## config.mk

```make
export PLATFORM = sky130hd
export DESIGN_NAME = ifpd_seq
export DESIGN_NICKNAME = d
export VERILOG_FILES = /design/src/design/ifpd_pkg.sv /design/src/design/ifpd_seq.sv
export SDC_FILE = /design/constraint.sdc
export NUM_CORES = 1
export LEC_CHECK = 0
export ABC_AREA = 1
export BUFFER_PORTS_ARGS = -buffer_cell sky130_fd_sc_hd__clkbuf_2
export CORE_MARGIN = 2
export CORE_UTILIZATION = 35
export CTS_CLUSTER_SIZE = 25
export DETAILED_ROUTE_END_ITERATION = 8
export SETUP_SLACK_MARGIN = 0.15
export SLEW_MARGIN = 15
export SYNTH_ARGS = -nofsm -noshare
export SYNTH_HDL_FRONTEND = slang
export SYNTH_SLANG_ARGS = --single-unit
```

## constraint.sdc

```tcl
create_clock -name clk -period 7.3 [get_ports clk]
set_input_delay 1.095 -clock clk [delete_from_list [all_inputs] [get_ports clk]]
set_output_delay 1.095 -clock clk [all_outputs]
set_load 0.03 [all_outputs]
```

## src/design/ifpd_pkg.sv

```systemverilog
// Shared types, codes and helpers for the indexed frame store with palette.
// No dependencies; every other file of the block imports this package.
`default_nettype none

package ifpd_pkg;

  localparam int unsigned COORD_W = 16;
  localparam int unsigned COLOR_W = 8;
  localparam int unsigned ARGB_W  = 32;

  typedef logic signed [COORD_W-1:0] coord_t;
  typedef logic [COLOR_W-1:0]        color_t;
  typedef logic [ARGB_W-1:0]         argb_t;
  typedef logic [3*COLOR_W-1:0]      rgb_t;

  localparam color_t ALPHA_OPAQUE = 8'hFF;

  typedef enum logic [2:0] {
    ACT_PAL8  = 3'd0,
    ACT_PAL6  = 3'd1,
    ACT_PLOT  = 3'd2,
    ACT_FILL  = 3'd3,
    ACT_CLEAR = 3'd4,
    ACT_READ  = 3'd5
  } action_t;

  typedef enum logic [3:0] {
    ST_INIT,
    ST_IDLE,
    ST_PAL,
    ST_CLIP,
    ST_BASE,
    ST_FILL,
    ST_RDF,
    ST_RDP,
    ST_RES
  } state_t;

  // Widens a six-bit component to eight bits by repeating its top two bits.
  function automatic color_t widen6(input color_t c);
    return {c[5:0], c[5:4]};
  endfunction

endpackage

`default_nettype wire

```

## src/design/ifpd_seq.sv

```systemverilog
// Sequencer: clips, steps the shared address adder over covered pixels,
// runs the post-reset clearing pass and holds the result register. Uses ifpd_pkg.
`default_nettype none

module ifpd_seq #(
  parameter int unsigned SCREEN_COLS     = 320,
  parameter int unsigned SCREEN_ROWS     = 200,
  parameter int unsigned PALETTE_ENTRIES = 256,
  parameter int unsigned AW              = 16,
  parameter int unsigned PW              = 8
) (
  input  wire logic             clk,
  input  wire logic             rst_n,
  input  wire logic             in_valid,
  output logic                  in_ready,
  input  wire logic [2:0]       in_action,
  input  wire ifpd_pkg::color_t in_palette_index,
  input  wire ifpd_pkg::color_t in_red,
  input  wire ifpd_pkg::color_t in_green,
  input  wire ifpd_pkg::color_t in_blue,
  input  wire ifpd_pkg::coord_t in_pos_x,
  input  wire ifpd_pkg::coord_t in_pos_y,
  input  wire ifpd_pkg::coord_t in_rect_width,
  input  wire ifpd_pkg::coord_t in_rect_height,
  input  wire ifpd_pkg::color_t in_color_index,
  output logic                  fm_we,
  output logic [AW-1:0]         fm_addr,
  output ifpd_pkg::color_t      fm_wdata,
  input  wire ifpd_pkg::color_t fm_rdata,
  output logic                  pm_we,
  output logic [PW-1:0]         pm_waddr,
  output ifpd_pkg::rgb_t        pm_wdata,
  output logic [PW-1:0]         pm_raddr,
  input  wire ifpd_pkg::rgb_t   pm_rdata,
  output logic                  out_valid,
  input  wire logic             out_stall,
  output ifpd_pkg::argb_t       out_pixel_argb,
  output logic                  out_in_range
);
  import ifpd_pkg::*;

  localparam int unsigned PIXELS   = SCREEN_COLS * SCREEN_ROWS;
  localparam int unsigned INIT_LEN = (PIXELS > PALETTE_ENTRIES) ? PIXELS : PALETTE_ENTRIES;
  localparam int unsigned IW       = $clog2(INIT_LEN);
  localparam int unsigned CW       = (SCREEN_COLS > 1) ? $clog2(SCREEN_COLS) : 1;
  localparam int unsigned RW       = (SCREEN_ROWS > 1) ? $clog2(SCREEN_ROWS) : 1;

  localparam logic [IW:0]         PIX_L   = (IW+1)'(PIXELS);
  localparam logic [IW:0]         ENT_L   = (IW+1)'(PALETTE_ENTRIES);
  localparam logic [IW-1:0]       INIT_LAST = IW'(INIT_LEN - 1);
  localparam logic [8:0]          ENT9    = 9'(PALETTE_ENTRIES);
  localparam logic [AW-1:0]       COLS_A  = AW'(SCREEN_COLS);
  localparam logic [AW:0]         PIX_A   = (AW+1)'(PIXELS);
  localparam logic signed [16:0]  COLS_S  = 17'(SCREEN_COLS);
  localparam logic signed [16:0]  ROWS_S  = 17'(SCREEN_ROWS);
  localparam coord_t              COLS_C  = COORD_W'(SCREEN_COLS);
  localparam coord_t              ROWS_C  = COORD_W'(SCREEN_ROWS);
  localparam coord_t              ONE_C   = 16'sd1;

  state_t          state_r, state_nxt;
  action_t         act_r, act_nxt;
  color_t          pidx_r, pidx_nxt;
  rgb_t            rgb_r, rgb_nxt;
  coord_t          px_r, px_nxt, py_r, py_nxt, w_r, w_nxt, h_r, h_nxt;
  color_t          ci_r, ci_nxt;
  logic [CW-1:0]   x0_r, x0_nxt, xl_r, xl_nxt, col_r, col_nxt;
  logic [RW-1:0]   y0_r, y0_nxt, yl_r, yl_nxt, row_r, row_nxt;
  logic [AW-1:0]   addr_r, addr_nxt, rowb_r, rowb_nxt;
  logic            hit_r, hit_nxt;
  logic            idx_ok_r, idx_ok_nxt;
  logic [IW-1:0]   init_cnt_r, init_cnt_nxt;
  logic            out_valid_r, out_valid_nxt;
  argb_t           out_argb_r, out_argb_nxt;
  logic            out_in_range_r, out_in_range_nxt;

  logic            accept;
  logic            out_free;
  logic signed [16:0] xe, ye, x0s, y0s, x1s, y1s, xls, yls;
  logic            clip_empty;
  logic [AW-1:0]   base_row;

  assign accept   = in_valid && (state_r == ST_IDLE);
  assign out_free = !out_valid_r || !out_stall;

  // Clip unit: one signed add per axis and the bound compares.
  assign xe  = {px_r[15], px_r} + {w_r[15], w_r};
  assign ye  = {py_r[15], py_r} + {h_r[15], h_r};
  assign x0s = px_r[15] ? 17'sd0 : {1'b0, px_r};
  assign y0s = py_r[15] ? 17'sd0 : {1'b0, py_r};
  assign x1s = (xe > COLS_S) ? COLS_S : xe;
  assign y1s = (ye > ROWS_S) ? ROWS_S : ye;
  assign xls = x1s - 17'sd1;
  assign yls = y1s - 17'sd1;
  assign clip_empty = (w_r <= 16'sd0) || (h_r <= 16'sd0) || (x0s >= x1s) || (y0s >= y1s);

  assign base_row = AW'(AW'(y0_r) * COLS_A);

  always_comb begin
    state_nxt = state_r;
    unique case (state_r)
      ST_INIT: begin
        if (init_cnt_r == INIT_LAST) begin
          state_nxt = ST_IDLE;
        end
      end
      ST_IDLE: begin
        if (accept) begin
          case (action_t'(in_action))
            ACT_PAL8, ACT_PAL6: state_nxt = ST_PAL;
            ACT_PLOT, ACT_FILL, ACT_CLEAR, ACT_READ: state_nxt = ST_CLIP;
            default: state_nxt = ST_IDLE;
          endcase
        end
      end
      ST_PAL:  state_nxt = ST_IDLE;
      ST_CLIP: begin
        if (!clip_empty) begin
          state_nxt = ST_BASE;
        end else if (act_r == ACT_READ) begin
          state_nxt = ST_RES;
        end else begin
          state_nxt = ST_IDLE;
        end
      end
      ST_BASE: state_nxt = (act_r == ACT_READ) ? ST_RDF : ST_FILL;
      ST_FILL: begin
        if ((col_r == xl_r) && (row_r == yl_r)) begin
          state_nxt = ST_IDLE;
        end
      end
      ST_RDF:  state_nxt = ST_RDP;
      ST_RDP:  state_nxt = ST_RES;
      ST_RES: begin
        if (out_free) begin
          state_nxt = ST_IDLE;
        end
      end
      default: state_nxt = ST_IDLE;
    endcase
  end

  always_comb begin
    act_nxt          = act_r;
    pidx_nxt         = pidx_r;
    rgb_nxt          = rgb_r;
    px_nxt           = px_r;
    py_nxt           = py_r;
    w_nxt            = w_r;
    h_nxt            = h_r;
    ci_nxt           = ci_r;
    x0_nxt           = x0_r;
    xl_nxt           = xl_r;
    y0_nxt           = y0_r;
    yl_nxt           = yl_r;
    col_nxt          = col_r;
    row_nxt          = row_r;
    addr_nxt         = addr_r;
    rowb_nxt         = rowb_r;
    hit_nxt          = hit_r;
    idx_ok_nxt       = idx_ok_r;
    init_cnt_nxt     = init_cnt_r;
    out_argb_nxt     = out_argb_r;
    out_in_range_nxt = out_in_range_r;
    out_valid_nxt    = out_valid_r && out_stall;

    fm_we    = 1'b0;
    fm_addr  = addr_r;
    fm_wdata = ci_r;
    pm_we    = 1'b0;
    pm_waddr = pidx_r[PW-1:0];
    pm_wdata = rgb_r;
    pm_raddr = fm_rdata[PW-1:0];
    in_ready = 1'b0;

    unique case (state_r)
      ST_INIT: begin
        fm_addr      = init_cnt_r[AW-1:0];
        fm_wdata     = '0;
        fm_we        = {1'b0, init_cnt_r} < PIX_L;
        pm_waddr     = init_cnt_r[PW-1:0];
        pm_wdata     = {3{8'(init_cnt_r[PW-1:0])}};
        pm_we        = {1'b0, init_cnt_r} < ENT_L;
        init_cnt_nxt = init_cnt_r + 1'b1;
      end
      ST_IDLE: begin
        in_ready = 1'b1;
        if (accept) begin
          act_nxt  = action_t'(in_action);
          pidx_nxt = in_palette_index;
          ci_nxt   = in_color_index;
          if (action_t'(in_action) == ACT_PAL6) begin
            rgb_nxt = {widen6(in_red), widen6(in_green), widen6(in_blue)};
          end else begin
            rgb_nxt = {in_red, in_green, in_blue};
          end
          px_nxt = in_pos_x;
          py_nxt = in_pos_y;
          w_nxt  = ONE_C;
          h_nxt  = ONE_C;
          if (action_t'(in_action) == ACT_FILL) begin
            w_nxt = in_rect_width;
            h_nxt = in_rect_height;
          end else if (action_t'(in_action) == ACT_CLEAR) begin
            px_nxt = '0;
            py_nxt = '0;
            w_nxt  = COLS_C;
            h_nxt  = ROWS_C;
          end
        end
      end
      ST_PAL: begin
        pm_we = {1'b0, pidx_r} < ENT9;
      end
      ST_CLIP: begin
        hit_nxt = !clip_empty;
        x0_nxt  = x0s[CW-1:0];
        xl_nxt  = xls[CW-1:0];
        y0_nxt  = y0s[RW-1:0];
        yl_nxt  = yls[RW-1:0];
      end
      ST_BASE: begin
        rowb_nxt = base_row;
        addr_nxt = base_row + AW'(x0_r);
        col_nxt  = x0_r;
        row_nxt  = y0_r;
      end
      ST_FILL: begin
        fm_we = 1'b1;
        if (col_r == xl_r) begin
          col_nxt  = x0_r;
          row_nxt  = row_r + 1'b1;
          rowb_nxt = rowb_r + COLS_A;
          addr_nxt = rowb_r + COLS_A + AW'(x0_r);
        end else begin
          col_nxt  = col_r + 1'b1;
          addr_nxt = addr_r + 1'b1;
        end
      end
      ST_RDF: begin
      end
      ST_RDP: begin
        idx_ok_nxt = {1'b0, fm_rdata} < ENT9;
      end
      ST_RES: begin
        if (out_free) begin
          out_valid_nxt    = 1'b1;
          out_in_range_nxt = hit_r;
          if (!hit_r) begin
            out_argb_nxt = '0;
          end else if (idx_ok_r) begin
            out_argb_nxt = {ALPHA_OPAQUE, pm_rdata};
          end else begin
            out_argb_nxt = {ALPHA_OPAQUE, 24'h0};
          end
        end
      end
      default: begin
      end
    endcase
  end

  always_ff @(posedge clk) begin
    if (!rst_n) begin
      state_r     <= ST_INIT;
      init_cnt_r  <= '0;
      out_valid_r <= 1'b0;
    end else begin
      state_r     <= state_nxt;
      init_cnt_r  <= init_cnt_nxt;
      out_valid_r <= out_valid_nxt;
    end
  end

  always_ff @(posedge clk) begin
    act_r          <= act_nxt;
    pidx_r         <= pidx_nxt;
    rgb_r          <= rgb_nxt;
    px_r           <= px_nxt;
    py_r           <= py_nxt;
    w_r            <= w_nxt;
    h_r            <= h_nxt;
    ci_r           <= ci_nxt;
    x0_r           <= x0_nxt;
    xl_r           <= xl_nxt;
    y0_r           <= y0_nxt;
    yl_r           <= yl_nxt;
    col_r          <= col_nxt;
    row_r          <= row_nxt;
    addr_r         <= addr_nxt;
    rowb_r         <= rowb_nxt;
    hit_r          <= hit_nxt;
    idx_ok_r       <= idx_ok_nxt;
    out_argb_r     <= out_argb_nxt;
    out_in_range_r <= out_in_range_nxt;
  end

  assign out_valid      = out_valid_r;
  assign out_pixel_argb = out_argb_r;
  assign out_in_range   = out_in_range_r;

  // A fill write must stay inside the frame store and inside the clipped window.
  a_fill_addr_in_store: assert property (@(posedge clk) disable iff (!rst_n)
    (state_r == ST_FILL) |-> ({1'b0, addr_r} < PIX_A))
    else $error("fill address beyond frame store");

  a_fill_in_window: assert property (@(posedge clk) disable iff (!rst_n)
    (state_r == ST_FILL) |-> ((col_r >= x0_r) && (col_r <= xl_r) && (row_r <= yl_r)))
    else $error("fill position outside clipped window");

  // An off-screen read answers all zeros; an on-screen read is always opaque.
  a_result_form: assert property (@(posedge clk) disable iff (!rst_n)
    out_valid_r |-> (out_in_range_r ? (out_argb_r[31:24] == ALPHA_OPAQUE)
                                    : (out_argb_r == '0)))
    else $error("result color does not match its range flag");

  // A result is only formed after the clip step or the palette lookup.
  a_res_entry: assert property (@(posedge clk) disable iff (!rst_n)
    ((state_r == ST_RES) && ($past(state_r) != ST_RES)) |->
      (($past(state_r) == ST_RDP) || ($past(state_r) == ST_CLIP)))
    else $error("result state entered out of sequence");

endmodule

`default_nettype wire

```

Word-level counts from Yosys, hierarchy flattened
Cells that the tools add are included.
{"block": "totals", "regBits": 238, "input_bits": 143, "out_inout_bits": 101}
{"block": "classes", "add_sub_neg": 11, "n_mul": 1, "n_lt_le_gt_ge": 8, "eq_ne": 22, "muxes": 39, "reduce_logical": 19}
{"cell": "$mux W16", "count": 9}
{"cell": "$pmux W16 S2", "count": 2}
{"cell": "$mux W24", "count": 2}
{"cell": "$add A16 B16 Y17", "count": 2}
{"cell": "$ge A16 B17 Y1", "count": 2}
{"cell": "$mux W17", "count": 2}
{"cell": "$add A16 B1 Y16 const B", "count": 2}
{"cell": "$add A16 B9 Y16", "count": 2}
{"cell": "$le A16 B1 Y1 const B", "count": 2}
{"cell": "$mux W8", "count": 4}
{"cell": "$pmux W4 S8", "count": 1}
{"cell": "$mux W15", "count": 2}
{"cell": "$mux W4", "count": 6}
{"cell": "$mux W9", "count": 2}
{"cell": "$pmux W9 S2", "count": 1}
{"cell": "$gt A17 B10 Y1 const B", "count": 1}
{"cell": "$gt A17 B9 Y1 const B", "count": 1}
{"cell": "$add A16 B9 Y16 const B", "count": 1}
{"cell": "$eq A16 B16 Y1 const B", "count": 1}
{"cell": "$eq A4 B3 Y1 const B", "count": 4}
{"cell": "$lt A16 B16 Y1 const B", "count": 1}
{"cell": "$lt A16 B9 Y1 const B", "count": 1}
{"cell": "$pmux W8 S2", "count": 1}
{"cell": "$mul A8 B3 Y10 const B", "count": 1}
{"cell": "other kinds (27)", "count": 47}

Depth between registers and ports, before layout
Gate-level depths: netlist of the first run.
{"block": "logic_depth", "word_depth": 8, "depth_mapped": 30}

Least setup slack after synthesis of the first run
Ideal clock, no wire load.
{"block": "synth_timing", "path_type": "register -> register", "start": "register state_r[0]", "end": "register act_r[0], enable pin", "arrival_ns": 5.673, "setup_slack_ns": 1.053, "stages_incl_launch_ff": 7, "n_path_buf": 0, "path_cell_list": "dfxtp_1 -> inv_2 -> nor2_1 -> inv_1 -> nor2_1 -> inv_1 -> nor2_1"}
{"block": "synth_between", "elab_chain_len": 3}
{"item": "start: declaration", "line": "ifpd_seq.sv:60", "text": "state_t state_r, state_nxt;"}
{"item": "start signal: assignment", "line": "ifpd_seq.sv:268", "text": "state_r <= state_nxt;"}
{"item": "$eq A4 B1 Y1 (*)", "line": "ifpd_seq.sv:82, ifpd_seq.sv:175"}
{"item": "$logic_and A1 B1 Y1", "line": "ifpd_seq.sv:82", "text": "assign accept = in_valid && (state_r == ST_IDLE);"}
{"item": "$reduce_and A2 Y1 (no source line) (*)"}
{"item": "end signal: assignment", "line": "ifpd_seq.sv:275", "text": "act_r <= act_nxt;"}
{"item": "end: declaration", "line": "ifpd_seq.sv:61", "text": "action_t act_r, act_nxt;"}
Mark *: on every way between the ends. The rest lies on a longest branch, timed or not.
A chain may end at the register's enable or synchronous reset.

Final worst setup path of the first run
{"block": "layout_timing", "start": "register state_r[2]", "end": "output fm_we"}
{"block": "layout_between", "elab_chain_len": 2}
{"item": "$eq A4 B3 Y1 / $logic_not A4 Y1 (equally long branches)", "line": "ifpd_seq.sv:175", "text": "unique case (state_r)"}
{"item": "$pmux W1 S2 (*)", "line": "ifpd_seq.sv:175"}
{"item": "end: declaration", "line": "ifpd_seq.sv:26", "text": "output logic fm_we,"}
Marked as above.

==> metrics.csv, run 1 <==
metric,value,unit
drc,0,
die_w,208,um
dr.pass1.iters,5,
finalSetupTns,0,ns
drtIter0Drc,685,
antennaDiodeCount,0,
fin_crit_sh,59.5,%
worst_skew_pair.late_latency,0.56,ns
synth.top_cell.area_share,43.3,%
nNetsFinal,2263,
worstSetupPathType,reg2out,
vdd_drop_max,160,uV
final_common_cell,nand2_1,
grt_max_degree,72,
grt.met3_usage,2.31,%
start_util,35.7,%
place.gp.congestion,0.878,
path_common_cell,inv_1,
cts_buffers,29,
avgViaCountPerCell,4.74,
worstMarginPinSlew,1.02,ns
worstSetupStartpointType,flop,
ys_seq_area_share,46.2,%
path_cells,"inv_1, nor2_1, inv_1, nor2_2, inv_1, nand2_1, clkbuf_2",
postSynthCellCount,1810,
min_period,4.34,ns
power_density,204,mW/mm^2
reg2reg_depth,27,
grt_pass1_vias,12098,
syn_to_final_growth,17.7,%
whs,0.520,ns
fin_skew,0.0250,ns
placeableCoreArea,0.0410,mm^2
p_leak,8.31,nW
cts-hold-fix-buffers,0,
crit_path_end_kind,output port,
synth-seq-cells,232,
drv_slew,0,
vias,12230,
cap_violations,0,
final_cell_mix,"nand2_1, inv_1, clkbuf_2, edfxtp_1, nor2_1",
fmax,230,MHz
worst_path_max_delay_cell,nor2_2,
avgSynthCellArea,8.08,um^2
cts_root_buffer,clkbuf_16,
netlist_area,0.0146,mm^2
io_pins,244,
placed_area,0.0163,mm^2
use_met1,21.6,%
io_buffers,227,
holdPathStages,2,
fin_area,0.0172,mm^2
met2_usage,28.6,%
hold_violations,0,
path_clk_slew,0.06,ns
slew-limit-headroom,31.9,%
die_area,0.0435,mm^2
grt_usage,16.6,%
cts_tree,built,
cts_sinks,232,
ctsResizeCount,0,
fillers,4157,
drive_above_1_share,16.1,%
syn_nets,2045,
grt_setup_unrepaired,false,
status,finished clean,
routedWlPerCell,14.1,um
yosys-top-cells-area,"edfxtp_1, nand2_1, inv_1",
required,6.20,ns
die_h,208,um
dp_hpwl,28200,um
yosysTopAreaCell,edfxtp_1,
grt_pass1_wl,59500,um
cts_max_level,1,
hold_start,out_valid$_SDFF_PN0_,
ys_warn_count,0,
crit_start,state_r[2]$_SDFFE_PN0P_,
busiest_layer,met2,
worst_path_largest_cell_delay,0.74,ns
placementRows,74,
drt-total-wl,36300,um
synth-async-reset-ratio,0,%
cts_setup_buffers,0,
yosys_most_used_dff,edfxtp_1,
setup_viol,0,
r2r_start,px_r[0]$_DFFE_PP_,
clockBufferDepth,3,
synth_edf_count,211,
overflow,0,
hold_path_class,reg2reg,
crit_fanout,31,
ys_types,48,
grt_antenna_before_repair,0,
arrival,3.25,ns
ant_nets,0,
cell type report:
type | count | area (um^2) | share of cell area, %
Multi-Input combinational cell | 1218 | 6480 | 37.6
Timing Repair Buffer | 237 | 1240 | 7.18
Sequential cell | 232 | 6760 | 39.2
Clock buffer | 31 | 733 | 4.26
Tap cell | 532 | 666 | 3.87
Clock inverter | 22 | 183 | 1.06
Inverter | 310 | 1160 | 6.76
worst max-delay path: cells and delay by family, from the launching register on:
family        cells  cell delay (ns)
simple gates      3             1.19
buf+inv           4             1.17
flops             1             0.34
synth_stat cells, types with 5 or more instances:
library cell	instances
nor3_1	25
o21a_1	8
fa_1	5
or2_2	8
dfxtp_1	21
nand2_1	503
nand3_1	83
nor4_1	8
xnor2_1	27
inv_1	306
o21ai_0	95
clkbuf_1	29
nand3b_1	10
nor2_2	7
buf_4	16
ha_1	87
a21oi_1	55
nand4_1	23
xor2_1	31
nand2_2	8
edfxtp_1	211
nor2_1	189
a31oi_1	5
power by group:
part | internal, mW | total [mW] | switching, mW
logic | 0.198 | 0.619 | 0.421
clock network | 0.801 | 1.38 | 0.583
registers | 1.49 | 1.51 | 0.0195
layer usage:
metal,vias to the layer above,share of wire (%),wire length [um]
li1,6270,-,-
met1,5580,46,16500
met2,312,47,17100
met3,68,4.4,1600
met4,0,3.0,1090
met5,-,0,0
path summary, 6_finish.rpt:
kind	end	slack, ns
min reg2reg	out_valid$_SDFF_PN0_	0.52
max	fm_we	2.96
min	out_valid$_SDFF_PN0_	0.52
max reg2reg	state_r[2]$_SDFFE_PN0P_	3.15
registers in the layout, summed over array words and instances (netlist names), 3 cells and up:
signal	count
w_r	16
px_r	16
act_r	3
pidx_r	8
col_r	9
rowb_r	10
ci_r	8
yl_r	8
x0_r	9
row_r	8
xl_r	9
init_cnt_r	16
rgb_r	24
y0_r	8
h_r	16
out_pixel_argb	25
addr_r	16
state_r	4
py_r	16
kinds of logic (layout without fill, tap and decap cells):
logic type / count (synthesis) / in the layout / synth area share (%)
buffers and inverters: 360 / 600 / 9.72
flip-flops: 232 / 232 / 46.2
adder cells (fa/ha/maj): 92 / 92 / 8.12
XOR/XNOR: 60 / 60 / 3.69
AO/OA/AOI/OAI: 185 / 185 / 7.00
AND/OR/NAND/NOR: 881 / 881 / 25.3
stage by stage:
step	instances	util (%)	power (mW)	setup slack (ns)
finish	2582	42.0	3.51	2.96
global placement	2528	39.7	2.15	3.25
global route	2582	42.0	3.69	2.66
detailed placement	2528	39.7	2.16	3.13
floorplan	1810	-	1.98	1.05
CTS	2581	41.9	3.56	2.98
Note: power is estimated with default switching activity, not from simulation.
==> run 2: changes to the inputs <==
==> constraint.sdc (replaced) <==
create_clock -name clk -period 4 [get_ports clk]
set_input_delay 0.6 -clock clk [delete_from_list [all_inputs] [get_ports clk]]
set_output_delay 0.6 -clock clk [all_outputs]
set_load 0.03 [all_outputs]
==> run 2 against run 1 <==
Effect of this change: sequential share of layout area down 1.6 points; power up 90%; flip-flop and latch count unchanged; highest routed layer unchanged.
==> metrics.csv, run 2 (synthesis results as in run 1) <==
metric,value,unit,change
status,finished clean,,
cts_sinks,232,,unchanged
place.gp.congestion,0.900,,+2.4%
grt_pass1_wl,59500,um,about the same
hold_violations,0,,unchanged
placed_area,0.0164,mm^2,+0.97%
hold_path_class,in2reg,,
dr.pass1.iters,5,,unchanged
drc,0,,unchanged
drive_above_1_share,19.9,%,+3.7 points
antennaDiodeCount,0,,unchanged
crit_fanout,8,,-74%
grt_usage,16.6,%,about the same
required,4.46,ns,-1.74 ns
grt_setup_unrepaired,true,,
fin_skew,0.00947,ns,-0.0156 ns
die_h,208,um,unchanged
placeableCoreArea,0.0410,mm^2,unchanged
placementRows,74,,unchanged
pre_cts_ws,-0.0300,ns,-3.16 ns
dp_hpwl,28200,um,about the same
clockBufferDepth,3,,unchanged
multi_input_area,0.00674,mm^2,+4.1%
grt_pass1_vias,12051,,-0.39%
ant_nets,0,,unchanged
cts_buffers,29,,unchanged
vdd_drop_max,290,uV,+82%
grt_antenna_before_repair,0,,unchanged
final_cell_mix,"nand2_1, inv_1, clkbuf_2, edfxtp_1, nor2_1",,
io_buffers,227,,unchanged
grt_max_degree,56,,-22%
drtIter0Drc,767,,+12%
vias,12408,,+1.5%
routedWlPerCell,14.1,um,+0.58%
worstSetupPathType,reg2reg,,
overflow,0,,unchanged
cts_tree,built,,
arrival,4.40,ns,+1.15 ns
largest_reg_flops,25,,unchanged
cts_root_buffer,clkbuf_16,,
p_leak,8.62,nW,+3.7%
setup_viol,0,,unchanged
nNetsFinal,2310,,+2.1%
drt-total-wl,37200,um,+2.5%
path_clk_slew,0.06,ns,about the same
slew-limit-headroom,33.6,%,+1.7 points
worst_path_max_delay_cell,fa_2,,
worstMarginPinSlew,0.993,ns,-0.0258 ns
cts_max_level,1,,unchanged
whs,0.213,ns,-0.307 ns
cap_violations,0,,unchanged
worstSetupStartpointType,flop,,
fin_area,0.0180,mm^2,+4.3%
fin_crit_sh,98.6,%,
drv_slew,0,,unchanged
seqCellArea,0.00676,mm^2,unchanged
min_period,3.94,ns,
start_util,35.7,%,unchanged
worst_skew_pair.late_latency,0.56,ns,about the same
die_w,208,um,unchanged
crit_path_end_kind,flop,,
final_common_cell,nand2_1,,
worst_slack,0.0574,ns,-2.90 ns
fillers,4081,,-1.8%
avgViaCountPerCell,4.72,,-0.40%
worst_path_largest_cell_delay,0.44,ns,-0.30 ns
die_area,0.0435,mm^2,unchanged
fmax,254,MHz,
power_density,372,mW/mm^2,+82%
io_pins,244,,unchanged
syn_to_final_growth,22.7,%,
run 2: repair_timing:
action | in CTS | in global routing
buffers inserted | 23 | 4
setup endpoints to repair | 4 | 5
resized for setup | 20 | 57
hold buffers | 0 | 0
pin swaps | 18 | 16
run 2: critical path: cells and delay by family, from the launching register on:
family / cells / cell delay [ns]
adder cells (fa/ha/maj): 3 / 0.92
AO/OA/AOI/OAI: 1 / 0.14
buffers and inverters: 3 / 0.25
AND/OR/NAND/NOR: 21 / 2.11
flip-flops: 1 / 0.43
run 2: worst paths after layout:
check                               from  slack [ns]  cells past startpoint                          end
max                     w_r[0]$_DFFE_PP_        0.06                     28      state_r[2]$_SDFFE_PN0P_
min                    in_color_index[1]        0.21                      1            ci_r[1]$_DFFE_PP_
max reg2reg             w_r[0]$_DFFE_PP_        0.06                     28      state_r[2]$_SDFFE_PN0P_
min reg2reg  init_cnt_r[14]$_SDFFE_PN0P_        0.51                      1  init_cnt_r[14]$_SDFFE_PN0P_
run 2: where the power goes:
group / switching, mW / internal [mW] / total, mW / leakage, nW
Sequential: 0.0330 / 2.72 / 2.76 / 2.08
Clock: 1.01 / 1.62 / 2.64 / 0.470
Combinational: 0.835 / 0.445 / 1.28 / 6.06
run 2: cell type report:
class / instances / area share [%]
clock inverters: 15 / 0.983
well taps: 532 / 3.71
inverters: 310 / 6.48
flip-flops and latches: 232 / 37.6
repair buffers: 284 / 9.26
clock buffers: 39 / 4.36
multi-input cells: 1218 / 37.6
run 2: metrics by stage:
step / std cells / setup TNS [ns] / power (mW) / util, %
after floorplan: 1810 / 0 / 3.61 / -
after global placement: 2549 / 0 / 3.96 / 40.1
after detailed placement: 2549 / -0.0300 / 3.98 / 40.1
after CTS: 2626 / 0 / 6.68 / 43.1
after global routing: 2630 / -0.743 / 6.98 / 43.8
final: 2630 / 0 / 6.67 / 43.8
run 2: routing by layer:
layer / up-vias / share of wire [%] / track usage [%]
met4: 0 / 3.1 / 5.61
met3: 73 / 4.5 / 2.54
met5: - / 0 / 0
li1: 6361 / - / -
met2: 321 / 47 / 28.4
met1: 5653 / 46 / 21.5
